`config.mk`:
```
export PLATFORM = sky130hd
export DESIGN_NAME = boot_image_section_parser
export DESIGN_NICKNAME = d
export VERILOG_FILES = /design/src/rtl/bisp_pkg.sv /design/src/rtl/bisp_fifo.sv /design/src/rtl/bisp_front.sv /design/src/rtl/bisp_back.sv /design/src/rtl/boot_image_section_parser.sv
export SDC_FILE = /design/constraint.sdc
export NUM_CORES = 1
export LEC_CHECK = 0
export ABC_CLOCK_PERIOD_IN_PS = 13100
export BUFFER_PORTS_ARGS = -buffer_cell sky130_fd_sc_hd__buf_2
export CAP_MARGIN = 0
export CORE_UTILIZATION = 40
export CTS_BUF_LIST = sky130_fd_sc_hd__clkbuf_4 sky130_fd_sc_hd__clkbuf_8 sky130_fd_sc_hd__clkbuf_16
export DETAILED_ROUTE_END_ITERATION = 12
export SLEW_MARGIN = 20
export SYNTH_ARGS = -nofsm -noshare
export SYNTH_HDL_FRONTEND = slang
export SYNTH_SLANG_ARGS = --single-unit
```
`constraint.sdc`:
```
create_clock -name clk -period 13.1 [get_ports clk]
set_input_delay 2.62 -clock clk [delete_from_list [all_inputs] [get_ports clk]]
set_output_delay 2.62 -clock clk [all_outputs]
set_load 0.01 [all_outputs]
```
`src/rtl/bisp_pkg.sv`:
```
// Shared types, codes and helpers for the boot image section parser.
// No dependencies; used by every module of the block except bisp_fifo.
package bisp_pkg;

	localparam logic [31:0] VIRT_BASE = 32'h8000_0000;

	localparam int SIG_BYTES = 7;

	typedef enum logic [2:0] {
		EV_HEADER = 3'd0,
		EV_DATA   = 3'd1,
		EV_SECOK  = 3'd2,
		EV_CHKERR = 3'd3,
		EV_BADSIG = 3'd4,
		EV_END    = 3'd5,
		EV_IGNORE = 3'd6,
		EV_EMPTY  = 3'd7
	} event_t;

	typedef enum logic [7:0] {
		PH_SIG   = 8'b0000_0001,
		PH_SADDR = 8'b0000_0010,
		PH_SLEN  = 8'b0000_0100,
		PH_EADDR = 8'b0000_1000,
		PH_ELEN  = 8'b0001_0000,
		PH_ECHK  = 8'b0010_0000,
		PH_DATA  = 8'b0100_0000,
		PH_HOLD  = 8'b1000_0000
	} phase_t;

	typedef enum logic [1:0] {
		K_EVENT = 2'd0,
		K_LOAD  = 2'd1,
		K_DATA  = 2'd2
	} kind_t;

	typedef enum logic [7:0] {
		CFG_SDRAM_BASE = 8'd0,
		CFG_SIGNATURE  = 8'd1
	} cfg_reg_t;

	// front -> back command
	typedef struct packed {
		logic        start;
		kind_t       kind;
		event_t      ev;
		logic        last;
		logic [7:0]  data;
		logic [31:0] word;
		logic [31:0] img_start;
		logic [31:0] img_length;
	} cmd_t;

	// one result item
	typedef struct packed {
		event_t      ev;
		logic        wr_valid;
		logic [31:0] wr_addr;
		logic [7:0]  wr_byte;
		logic [15:0] sec_num;
		logic [31:0] img_start;
		logic [31:0] img_length;
	} res_t;

	function automatic logic [31:0] translate(input logic [31:0] a, input logic [31:0] base);
		translate = (a - VIRT_BASE) + base;
	endfunction

endpackage

```
`src/rtl/bisp_fifo.sv`:
```
// Small register queue with full/empty flags, used between the parser stages.
// No package dependency.
module bisp_fifo #(
	parameter int WIDTH = 8,
	parameter int DEPTH = 2
) (
	input  logic             clk,
	input  logic             arst_n,
	input  logic             wr_en,
	input  logic [WIDTH-1:0] wr_data,
	input  logic             rd_en,
	output logic [WIDTH-1:0] rd_data,
	output logic             full,
	output logic             empty
);
	localparam int PW = (DEPTH > 1) ? $clog2(DEPTH) : 1;
	localparam int CW = $clog2(DEPTH + 1);

	logic [WIDTH-1:0] mem_q [DEPTH];
	logic [PW-1:0]    wr_ptr_q;
	logic [PW-1:0]    rd_ptr_q;
	logic [CW-1:0]    count_q;
	logic             do_wr;
	logic             do_rd;

	assign full    = (count_q == CW'(DEPTH));
	assign empty   = (count_q == '0);
	assign do_wr   = wr_en && !full;
	assign do_rd   = rd_en && !empty;
	assign rd_data = mem_q[rd_ptr_q];

	always_ff @(posedge clk or negedge arst_n) begin
		if (!arst_n) begin
			wr_ptr_q <= '0;
			rd_ptr_q <= '0;
			count_q  <= '0;
		end else begin
			if (do_wr) begin
				wr_ptr_q <= (wr_ptr_q == PW'(DEPTH - 1)) ? '0 : wr_ptr_q + 1'b1;
			end
			if (do_rd) begin
				rd_ptr_q <= (rd_ptr_q == PW'(DEPTH - 1)) ? '0 : rd_ptr_q + 1'b1;
			end
			if (do_wr && !do_rd) begin
				count_q <= count_q + 1'b1;
			end else if (do_rd && !do_wr) begin
				count_q <= count_q - 1'b1;
			end
		end
	end

	always_ff @(posedge clk) begin
		if (do_wr) begin
			mem_q[wr_ptr_q] <= wr_data;
		end
	end

endmodule

```
`src/rtl/bisp_front.sv`:
```
// Front end: signature check, header word assembly and section framing.
// Emits one cmd_t per accepted byte. Depends on bisp_pkg.
module bisp_front #(
	parameter int SIGNATURE_LENGTH = 7
) (
	input  logic                         clk,
	input  logic                         arst_n,
	input  logic                         accept,
	input  logic                         start_of_image,
	input  logic [7:0]                   data_byte,
	input  logic [31:0]                  sdram_base,
	input  logic [8*bisp_pkg::SIG_BYTES-1:0] signature_bytes,
	output bisp_pkg::cmd_t               cmd
);
	import bisp_pkg::*;

	phase_t      ph_q, ph_e, ph_d;
	logic [2:0]  bc_q, bc_e, bc_d;
	logic [31:0] wa_q, wa_d, word_new;
	logic [31:0] saddr_q, saddr_d;
	logic [31:0] slen_q, slen_d;
	logic [31:0] secaddr_q, secaddr_d;
	logic [31:0] seclen_q, seclen_d;
	logic [31:0] chk_q, chk_d;
	logic [31:0] rem_q, rem_d;
	logic [63:0] sig_ext;
	logic [7:0]  exp_byte;

	assign sig_ext  = {{(64 - 8*SIG_BYTES){1'b0}}, signature_bytes};
	assign exp_byte = sig_ext[bc_e*8 +: 8];

	always_comb begin
		ph_e      = start_of_image ? PH_SIG : ph_q;
		bc_e      = start_of_image ? 3'd0 : bc_q;
		ph_d      = ph_e;
		bc_d      = bc_e;
		wa_d      = wa_q;
		saddr_d   = saddr_q;
		slen_d    = slen_q;
		secaddr_d = secaddr_q;
		seclen_d  = seclen_q;
		chk_d     = chk_q;
		rem_d     = rem_q;
		word_new  = wa_q;
		word_new[bc_e[1:0]*8 +: 8] = data_byte;

		cmd            = '0;
		cmd.start      = start_of_image;
		cmd.kind       = K_EVENT;
		cmd.ev         = EV_IGNORE;
		cmd.data       = data_byte;

		unique case (ph_e)
			PH_SIG: begin
				if (!start_of_image && bc_e == 3'd0) begin
					cmd.ev = EV_IGNORE;
				end else if (data_byte != exp_byte) begin
					cmd.ev = EV_BADSIG;
					ph_d   = PH_HOLD;
				end else begin
					cmd.ev = EV_HEADER;
					if (bc_e == 3'(SIGNATURE_LENGTH - 1)) begin
						bc_d = 3'd0;
						ph_d = PH_SADDR;
					end else begin
						bc_d = bc_e + 3'd1;
					end
				end
			end
			PH_SADDR, PH_SLEN, PH_EADDR, PH_ELEN, PH_ECHK: begin
				cmd.ev = EV_HEADER;
				if (bc_e[1:0] == 2'd3) begin
					bc_d = 3'd0;
					unique case (ph_e)
						PH_SADDR: begin
							saddr_d = translate(word_new, sdram_base);
							ph_d    = PH_SLEN;
						end
						PH_SLEN: begin
							slen_d = word_new;
							ph_d   = PH_EADDR;
						end
						PH_EADDR: begin
							secaddr_d = word_new;
							ph_d      = PH_ELEN;
						end
						PH_ELEN: begin
							seclen_d = word_new;
							ph_d     = PH_ECHK;
						end
						default: begin
							chk_d = word_new;
							if (secaddr_q == '0) begin
								cmd.ev         = EV_END;
								cmd.img_start  = saddr_q;
								cmd.img_length = slen_q;
								ph_d           = PH_HOLD;
							end else if (seclen_q == '0) begin
								if (word_new == '0) begin
									cmd.ev = EV_EMPTY;
									ph_d   = PH_EADDR;
								end else begin
									cmd.ev = EV_CHKERR;
									ph_d   = PH_HOLD;
								end
							end else begin
								cmd.kind = K_LOAD;
								cmd.word = translate(secaddr_q, sdram_base);
								rem_d    = seclen_q;
								ph_d     = PH_DATA;
							end
						end
					endcase
				end else begin
					bc_d = bc_e + 3'd1;
					wa_d = word_new;
				end
			end
			PH_DATA: begin
				cmd.kind = K_DATA;
				cmd.ev   = EV_DATA;
				cmd.word = chk_q;
				cmd.last = (rem_q == 32'd1);
				rem_d    = rem_q - 32'd1;
				if (rem_q == 32'd1) begin
					bc_d = 3'd0;
					ph_d = PH_EADDR;
				end
			end
			default: begin
				cmd.ev = EV_IGNORE;
			end
		endcase
	end

	always_ff @(posedge clk or negedge arst_n) begin
		if (!arst_n) begin
			ph_q <= PH_SIG;
			bc_q <= 3'd0;
		end else if (accept) begin
			ph_q <= ph_d;
			bc_q <= bc_d;
		end
	end

	always_ff @(posedge clk) begin
		if (accept) begin
			wa_q      <= wa_d;
			saddr_q   <= saddr_d;
			slen_q    <= slen_d;
			secaddr_q <= secaddr_d;
			seclen_q  <= seclen_d;
			chk_q     <= chk_d;
			rem_q     <= rem_d;
		end
	end

endmodule

```
`src/rtl/bisp_back.sv`:
```
// Back end: section data writes, running checksum and section count.
// Turns each cmd_t into one res_t. Depends on bisp_pkg.
module bisp_back (
	input  logic           clk,
	input  logic           arst_n,
	input  logic           step,
	input  bisp_pkg::cmd_t cmd,
	output bisp_pkg::res_t res
);
	import bisp_pkg::*;

	logic        hold_q, hold_e, hold_d;
	logic [15:0] cnt_q, cnt_e, cnt_d;
	logic [31:0] ptr_q, ptr_d;
	logic [31:0] sum_q, sum_d, sum_new;

	assign sum_new = sum_q + {24'd0, cmd.data};

	always_comb begin
		hold_e = cmd.start ? 1'b0 : hold_q;
		cnt_e  = cmd.start ? 16'd0 : cnt_q;
		hold_d = hold_e;
		cnt_d  = cnt_e;
		ptr_d  = ptr_q;
		sum_d  = sum_q;

		res         = '0;
		res.ev      = EV_IGNORE;
		res.sec_num = cnt_e;

		if (!hold_e) begin
			unique case (cmd.kind)
				K_DATA: begin
					res.wr_valid = 1'b1;
					res.wr_addr  = ptr_q;
					res.wr_byte  = cmd.data;
					res.ev       = EV_DATA;
					ptr_d        = ptr_q + 32'd1;
					sum_d        = sum_new;
					if (cmd.last) begin
						if (sum_new == cmd.word) begin
							res.ev = EV_SECOK;
							cnt_d  = cnt_e + 16'd1;
						end else begin
							res.ev = EV_CHKERR;
							hold_d = 1'b1;
						end
					end
				end
				K_LOAD: begin
					res.ev = cmd.ev;
					ptr_d  = cmd.word;
					sum_d  = '0;
				end
				default: begin
					res.ev         = cmd.ev;
					res.img_start  = cmd.img_start;
					res.img_length = cmd.img_length;
					if (cmd.ev == EV_EMPTY) begin
						cnt_d = cnt_e + 16'd1;
					end
				end
			endcase
		end
	end

	always_ff @(posedge clk or negedge arst_n) begin
		if (!arst_n) begin
			hold_q <= 1'b0;
			cnt_q  <= 16'd0;
		end else if (step) begin
			hold_q <= hold_d;
			cnt_q  <= cnt_d;
		end
	end

	always_ff @(posedge clk) begin
		if (step) begin
			ptr_q <= ptr_d;
			sum_q <= sum_d;
		end
	end

endmodule

```
`src/rtl/boot_image_section_parser.sv`:
```
// Top level of the boot image section parser: config registers, front end,
// command queue, back end and result queue. Depends on bisp_pkg and all bisp_* modules.
//
// Takes one image byte per clock (unless the command queue is full) and gives one
// result per byte in the same order. The front end advances the signature/header
// parse state for each byte as it is accepted, so bytes can be pushed back to back; a
// byte's result is visible after the command queue and then the result queue, and each
// side can stall on its own. A start_of_image byte restarts parsing wherever
// it arrives. Configuration writes are taken at any time (cfg_ready is always
// high) but must only be issued while no result is pending.
module boot_image_section_parser #(
	parameter int SIGNATURE_LENGTH = 7
) (
	input  logic        clk,
	input  logic        arst_n,
	input  logic        push,
	output logic        full,
	input  logic        start_of_image,
	input  logic [7:0]  data_byte,
	output logic        empty,
	input  logic        pop,
	output logic [2:0]  event_res,
	output logic        write_valid,
	output logic [31:0] write_address,
	output logic [7:0]  write_byte,
	output logic [15:0] section_number,
	output logic [31:0] image_start,
	output logic [31:0] image_length,
	input  logic        cfg_valid,
	output logic        cfg_ready,
	input  logic [7:0]  cfg_index,
	input  logic [63:0] cfg_data
);
	import bisp_pkg::*;

	logic [31:0]            base_q;
	logic [8*SIG_BYTES-1:0] sig_q;
	logic                   accept;
	cmd_t                   cmd_in, cmd_out;
	logic                   cmd_full, cmd_empty;
	logic                   step;
	res_t                   res_in, res_out;
	logic                   res_full;

	assign cfg_ready = 1'b1;

	always_ff @(posedge clk or negedge arst_n) begin
		if (!arst_n) begin
			base_q <= '0;
			sig_q  <= '0;
		end else if (cfg_valid) begin
			unique case (cfg_index)
				CFG_SDRAM_BASE: base_q <= cfg_data[31:0];
				CFG_SIGNATURE:  sig_q  <= cfg_data[8*SIG_BYTES-1:0];
				default: ;
			endcase
		end
	end

	assign full   = cmd_full;
	assign accept = push && !cmd_full;

	bisp_front #(
		.SIGNATURE_LENGTH(SIGNATURE_LENGTH)
	) u_front (
		.clk            (clk),
		.arst_n         (arst_n),
		.accept         (accept),
		.start_of_image (start_of_image),
		.data_byte      (data_byte),
		.sdram_base     (base_q),
		.signature_bytes(sig_q),
		.cmd            (cmd_in)
	);

	bisp_fifo #(
		.WIDTH($bits(cmd_t)),
		.DEPTH(2)
	) u_cmd_q (
		.clk    (clk),
		.arst_n (arst_n),
		.wr_en  (accept),
		.wr_data(cmd_in),
		.rd_en  (step),
		.rd_data(cmd_out),
		.full   (cmd_full),
		.empty  (cmd_empty)
	);

	assign step = !cmd_empty && !res_full;

	bisp_back u_back (
		.clk   (clk),
		.arst_n(arst_n),
		.step  (step),
		.cmd   (cmd_out),
		.res   (res_in)
	);

	bisp_fifo #(
		.WIDTH($bits(res_t)),
		.DEPTH(2)
	) u_res_q (
		.clk    (clk),
		.arst_n (arst_n),
		.wr_en  (step),
		.wr_data(res_in),
		.rd_en  (pop),
		.rd_data(res_out),
		.full   (res_full),
		.empty  (empty)
	);

	assign event_res      = res_out.ev;
	assign write_valid    = res_out.wr_valid;
	assign write_address  = res_out.wr_addr;
	assign write_byte     = res_out.wr_byte;
	assign section_number = res_out.sec_num;
	assign image_start    = res_out.img_start;
	assign image_length   = res_out.img_length;

endmodule

```
=== After elaboration in Yosys (flattened, before gate mapping) ===
Memory sizes are Yosys's and may differ from the RTL's.
Index checks and enable logic that the tools add are counted.

* Register bits after elaboration: 412
* Bits in writable memories: 470
* Output and inout port bits: 127
* Input bits: 86
* Word-level logic and storage cells: 188
* Memories kept: 2

{| class="wikitable"
|+ Memory list
! memory !! words !! bits a word !! rd ports !! clocked after memory_dff !! write ports !! line !! text
|-
| u_res_q.mem_q || 2 || 124 || 1 || 0 || 1 || bisp_fifo.sv:19 || <nowiki>logic [WIDTH-1:0] mem_q [DEPTH];</nowiki>
|-
| u_cmd_q.mem_q || 2 || 111 || 1 || 0 || 1 || bisp_fifo.sv:19 ||
|}

* Reductions and logical operators: 44
* Shift operators: 3
* Multiplexer cells: 75
* $add $sub $neg: 18
* Eq/ne operators: 22
* Bitwise logic cells: 3

{| class="wikitable"
|+ Operator list
! cell !! count
|-
| $mux 64 || 4
|-
| $pmux 32 s2 || 4
|-
| $mux 32 || 6
|-
| $mux 96 || 2
|-
| $logic_not 32->1 || 3
|-
| $mux 16 || 5
|-
| $mux 8 || 9
|-
| $add 32x32->32 || 2
|-
| $shiftx 64x7->8 || 1
|-
| $sub 32x32->32 const B || 2
|-
| $mux 44 || 1
|-
| $mux 41 || 1
|-
| $mux 3 || 12
|-
| $neg 5->34 || 1
|-
| $shift 8x34->32 const A || 1
|-
| $shiftx 8x34->32 || 1
|-
| $add 32x1->32 const B || 1
|-
| $add 32x8->32 || 1
|-
| $bwmux 32 || 1
|-
| $eq 32x1->1 const B || 1
|-
| $eq 32x32->1 || 1
|-
| $pmux 16 s2 || 1
|-
| $pmux 8 s4 || 1
|-
| $sub 32x1->32 const B || 1
|-
| other kinds (38) || 102
|}

=== Longest topological paths before layout ===
* Depth after elaboration: 11
* Gate-level depth with buffers: 24
* Mapped depth without buffers: 21

=== Modules after synthesis ===
A second synthesis with hierarchy kept.

* Cell total of the unflattened synthesis: 3,253
* Area total of the unflattened synthesis: 43,163.9 µm²

{| class="wikitable"
|+ Modules (own cells, without submodules)
! module !! cells an instance !! area an instance (µm²) !! sequential area each (µm²) !! times used
|-
| bisp_front || 1,422 || 14,928.1 || 7,003.0 || 1
|-
| bisp_fifo at u_res_q || 405 || 9,341.5 || 7,547.2 || 1
|-
| bisp_fifo at u_cmd_q || 364 || 8,225.4 || 6,766.5 || 1
|-
| bisp_back || 868 || 7,190.6 || 2,347.3 || 1
|-
| boot_image_section_parser || 194 || 3,478.3 || 2,202.1 || 1
|}

=== Worst setup path after synthesis ===
Ideal clock, no wire load.

* Kind: input to register
* Start: input port push
* End: memory u_cmd_q.mem_q[0][0] in the netlist's numbering, enable pin
* Setup time: 0.583 ns
* Buffers on the path: 1
* Stages on the path: 3
* Arrival time: 7.547 ns
* Slack: 4.970 ns
* Cells stage by stage: nand2_1 -> buf_1 -> nor2_1

* Word-level cells in the longest chain between the ends: 4

{| class="wikitable"
|+ RTL lines
! what !! line !! text
|-
| start, declared || boot_image_section_parser.sv:16 || <nowiki>input logic push,</nowiki>
|-
| $logic_and 1x1->1 || boot_image_section_parser.sv:61 || <nowiki>assign accept = push && !cmd_full;</nowiki>
|-
| $logic_and 1x1->1 || bisp_fifo.sv:28 || <nowiki>assign do_wr = wr_en && !full;</nowiki>
|-
| $mux 1 || bisp_fifo.sv:53 || <nowiki>if (do_wr) begin</nowiki>
|-
| $mux 1 (implied by the code) || bisp_fifo.sv:54 || <nowiki>mem_q[wr_ptr_q] <= wr_data;</nowiki>
|-
| end, declared || bisp_fifo.sv:19 ||
|}

No other way between the ends.

=== Worst setup path in the final report ===
* Start: input port start_of_image
* End: register u_front.saddr_q[30] (data pin)

* Word-level cells in the longest chain between the ends: 6
* Elaborated cells between the ends (all ways): 7

{| class="wikitable"
|+ RTL lines
! what !! line !! text
|-
| start, declared || boot_image_section_parser.sv:18 || <nowiki>input logic start_of_image,</nowiki>
|-
| $mux 3 * || bisp_front.sv:34 || <nowiki>bc_e = start_of_image ? 3'd0 : bc_q;</nowiki>
|-
| $neg 5->34 * || bisp_front.sv:45 || <nowiki>word_new[bc_e[1:0]*8 +: 8] = data_byte;</nowiki>
|-
| $shiftx 8x34->32 / $shift 8x34->32 (equally long branches) || bisp_front.sv:45 ||
|-
| $bwmux 32 * || bisp_front.sv:45 ||
|-
| named net u_front.word_new[2] || bisp_front.sv:19 || <nowiki>logic [31:0] wa_q, wa_d, word_new;</nowiki>
|-
| $sub 32x32->32 * || bisp_pkg.sv:66 || <nowiki>translate = (a - VIRT_BASE) + base;</nowiki>
|-
| $add 32x32->32 * || bisp_pkg.sv:66 ||
|-
| end signal, assigned || bisp_front.sv:149 || <nowiki>saddr_q <= saddr_d;</nowiki>
|-
| end, declared || bisp_front.sv:20 || <nowiki>logic [31:0] saddr_q, saddr_d;</nowiki>
|}

Mark *: on every way through the listed nets, which the timed path passes. The rest lies on a longest branch.
A chain may end at the register's enable or synchronous reset.

==> reports/metrics.csv <==
metric,value,unit
Clock Tree Root,clkbuf_16,
"Req. time, crit path",13.51,ns
final setup fails,0,
Via density,5.40,
Reg2Reg Depth,20,
Finished Layout Cells,4828,
hold_buf cts,0,
CTS tree,built,
Initial DRT Pass Iterations,5,
Tmin final,8.33,ns
vias in the first global route,25300,
Post-Synthesis Cell Area,41600,sq um
share of layout cells above drive strength 1,20.6,%
fin crit share,63.6,%
width of the die,325,um
min-delay src,u_back.cnt_q[15],
via count,26100,
fin worst setup slack,4.77,ns
latest clock arrival within the worst-skew pair,0.68,ns
maximum vdd drop,182,uV
pwr/cell area,223,nW/um^2
crit end category,flip-flop,
DP Area,44400,sq um
PostCTS Resize Cnt,0,
CP max stage cell,o41ai_1,
Place WS,4.32,ns
CP Max Fanout,23,
CTS Buf Count,95,
Top reg by flops,u_res_q.mem_q,
CP Cell Sequence,"buf_2, nand2b_1, ha_1, nand2_1, nor3_1, buf_4, nand2_1, o21ai_0, ha_1, ha_1, a211oi_1, o21ai_0, a2111o_1, a31o_2, a31oi_1, o21ai_0, o211a_1, o41ai_1, o21ai_0, xor2_1",
I/O Buffers,203,
Synthesized Nets,3373,
die footprint,105000,sq um
Leak,0.0182,uW
Area growth syn-to-layout,14.7,%
Startpoint Class,primary input,
Rows,118,
Largest regs,"u_res_q.mem_q x248, u_cmd_q.mem_q x222, sig_q x56",
"Warnings, synthesis",0,
Post-synth EDFFs,758,
hold path depth,2,
Achievable Freq,120,MHz
critical path class,primary input to flip-flop,
most used cell along the critical path,o21ai_0,
post-CTS setup buffers,0,
reg2reg end,u_front.saddr_q[30],
Worst-Margin Slew,1.05,ns
Iter 0 DRT Violations,2290,
final instance area,47800,sq um
Initial Util,40.3,%
Tightest Hold Check Type,flip-flop to flip-flop,
Clock Sinks,882,
CP Buf/Inv Count,2,
Reg2Reg Setup Slack,6.65,ns
Final ANT Viol Nets,0,
largest net degree at the start of global routing,96,
largest stage delay on the critical path,0.55,ns
Max-Cap Viols,0,
"Slew Viols, Final",0,
Yosys reg bits,882,
RSZ-0062 raised after global routing,false,
post-placement cell count,4651,
GRT Total Usage,19.1,%
Layout Skew,0.0379,ns
overall power,10700,uW
critical path arrival,8.74,ns
Hold Path Sink,u_back.cnt_q[15],
ANT cells,0,
GR Overflow Total,0,
Post-route DRC,0,
maximum clock insertion buffer count,3,
per-cell routed wire length,21.1,um
first-pass GRT wire length,154000,um
Nets,3603,
Die Y,325,um
post-DP HPWL,70400,um
clock slew at reported path FFs,0.06,ns
Yosys cell types,82,
outcome,"finished, final reports clean",
Setup TNS,0,ns
"Top FF cell, synth",edfxtp_1,
Synth Area per Inst,13.3,sq um
H-tree depth,3,
async set-or-reset flop fraction in the synthesized netlist,14.1,%
Mapped Cells,3138,
Core Box Area,103000,sq um
routability congestion estimate,0.909,
max FFs per register,248,
RR Startpoint,u_front.bc_q[0],
final WL,102000,um
initial antenna violation count,6,
slew margin rel.,30.1,%
Final Hold Vio Count,0,
I/O pin count,213,
cell family with most CP delay,compound AO/OA/AOI/OAI gates,
post-synthesis sequential area ratio,62.1,%
## cell usage after synthesis (9+ instances only)
cell,count,area (sq um)
a211oi_1,17,128
a21o_1,31,233
a21oi_1,103,515
a22o_1,36,315
a31oi_1,24,150
and2_1,117,732
and3_1,28,175
buf_1,12,45.0
buf_2,9,45.0
clkbuf_1,105,394
dfrtp_1,123,3080
edfxtp_1,758,22800
ha_1,146,1830
inv_1,78,293
mux2_2,226,2540
mux2i_1,110,1100
nand2_1,193,724
nand2b_1,24,150
nand3_1,50,250
nand4_1,35,219
nor2_1,248,931
nor2b_1,29,181
nor3_1,45,225
nor4_1,43,269
o21a_1,14,105
o21ai_0,145,726
o21bai_1,12,90.1
o22ai_1,14,87.6
or3_1,9,56.3
xnor2_1,122,1070
xor2_1,55,482
## placed cells by master (no fill, tap or decap), drive strengths merged, types with 8 or more instances in the layout
master / netlist / routed
mux2: 226 / 226
and2: 118 / 118
bufinv: 0 / 10
nor4: 45 / 45
and3: 28 / 28
a211oi: 17 / 17
nor3: 45 / 45
nand2: 194 / 194
xor2: 55 / 55
xnor2: 122 / 122
inv: 80 / 82
nand4: 35 / 35
a22o: 36 / 36
nand3b: 8 / 8
o22ai: 14 / 14
o21ai: 148 / 148
nand3: 52 / 52
ha: 146 / 146
nand4b: 8 / 8
clkinv: 0 / 25
mux2i: 110 / 110
nand2b: 24 / 24
or3: 9 / 9
o211ai: 8 / 8
dfrtp: 123 / 123
buf: 25 / 264
a31oi: 24 / 24
a21oi: 103 / 103
nor2: 248 / 248
clkbuf: 106 / 136
a21o: 31 / 31
edfxtp: 758 / 758
o21a: 14 / 14
o21bai: 12 / 12
nor2b: 29 / 29
o41ai: 8 / 8
## worst register-to-register path, delay by kind of cell, from the launching register on
| family | cells | cell delay, ns |
|---|---|---|
| XOR/XNOR | 1 | 0.17 |
| AND/OR/NAND/NOR | 2 | 0.57 |
| flip-flops | 1 | 0.32 |
| buffers and inverters | 4 | 1.05 |
| adder cells (fa/ha/maj) | 3 | 0.89 |
| AO/OA/AOI/OAI | 10 | 3.21 |
## cells by family after synthesis
| logic type | after synthesis | share of synthesized area (%) |
|---|---|---|
| AO/OA/AOI/OAI | 498 | 7.87 |
| XOR/XNOR | 182 | 4.00 |
| adder cells (fa/ha/maj) | 149 | 4.53 |
| buffers and inverters | 211 | 1.98 |
| flip-flops | 882 | 62.1 |
| multiplexers | 340 | 8.97 |
| other | 1 | 0.00900 |
| AND/OR/NAND/NOR | 875 | 10.5 |
## metrics by stage
step / util (%) / hold slack (ns)
after CTS: 46.2 / 0.491
final: 46.2 / 0.495
after global routing: 46.2 / 0.521
after floorplan: - / 0.440
after global placement: 43.0 / 0.453
after detailed placement: 43.0 / 0.478
## layer usage
layer | global-route usage (%) | share of wire, % | vias up
met1 | 27.3 | 47 | 12900
met3 | 2.94 | 5.6 | 156
met4 | 5.55 | 2.4 | 2
met2 | 29.9 | 45 | 720
li1 | - | - | 12200
met5 | 0 | 0.014 | -
## cell type report
cell class | count | area (sq um)
flip-flops and latches | 882 | 25900
fillers | 9264 | 55600
well taps | 1380 | 1730
clock inverters | 41 | 489
inverters | 80 | 300
multi-input cells | 2045 | 15100
clock buffers | 136 | 2830
repair buffers | 264 | 1480
## where the power goes
| part | switching, uW | internal (uW) | total, uW | leakage (uW) |
|---|---|---|---|---|
| Combinational | 2070 | 1270 | 3340 | 0.00787 |
| Sequential | 367 | 4150 | 4510 | 0.00863 |
| Clock | 1100 | 1710 | 2810 | 0.00165 |
| Total | 3540 | 7120 | 10700 | 0.0182 |
## worst max path at each step
stage / startpoint / endpoint / slack (ns) / cells past startpoint
5_1_grt: start_of_image / u_front.saddr_q[28] / 4.47 / 21
2_1_floorplan: push / u_cmd_q.mem_q[0][0] / 4.97 / 3
3_3_place_gp: start_of_image / u_front.saddr_q[30] / 4.36 / 20
6_report: start_of_image / u_front.saddr_q[30] / 4.77 / 20
3_5_place_dp: start_of_image / u_front.saddr_q[30] / 4.32 / 20
4_1_cts: start_of_image / u_front.saddr_q[30] / 5.00 / 20
Note: power is estimated with default switching activity, not from simulation.
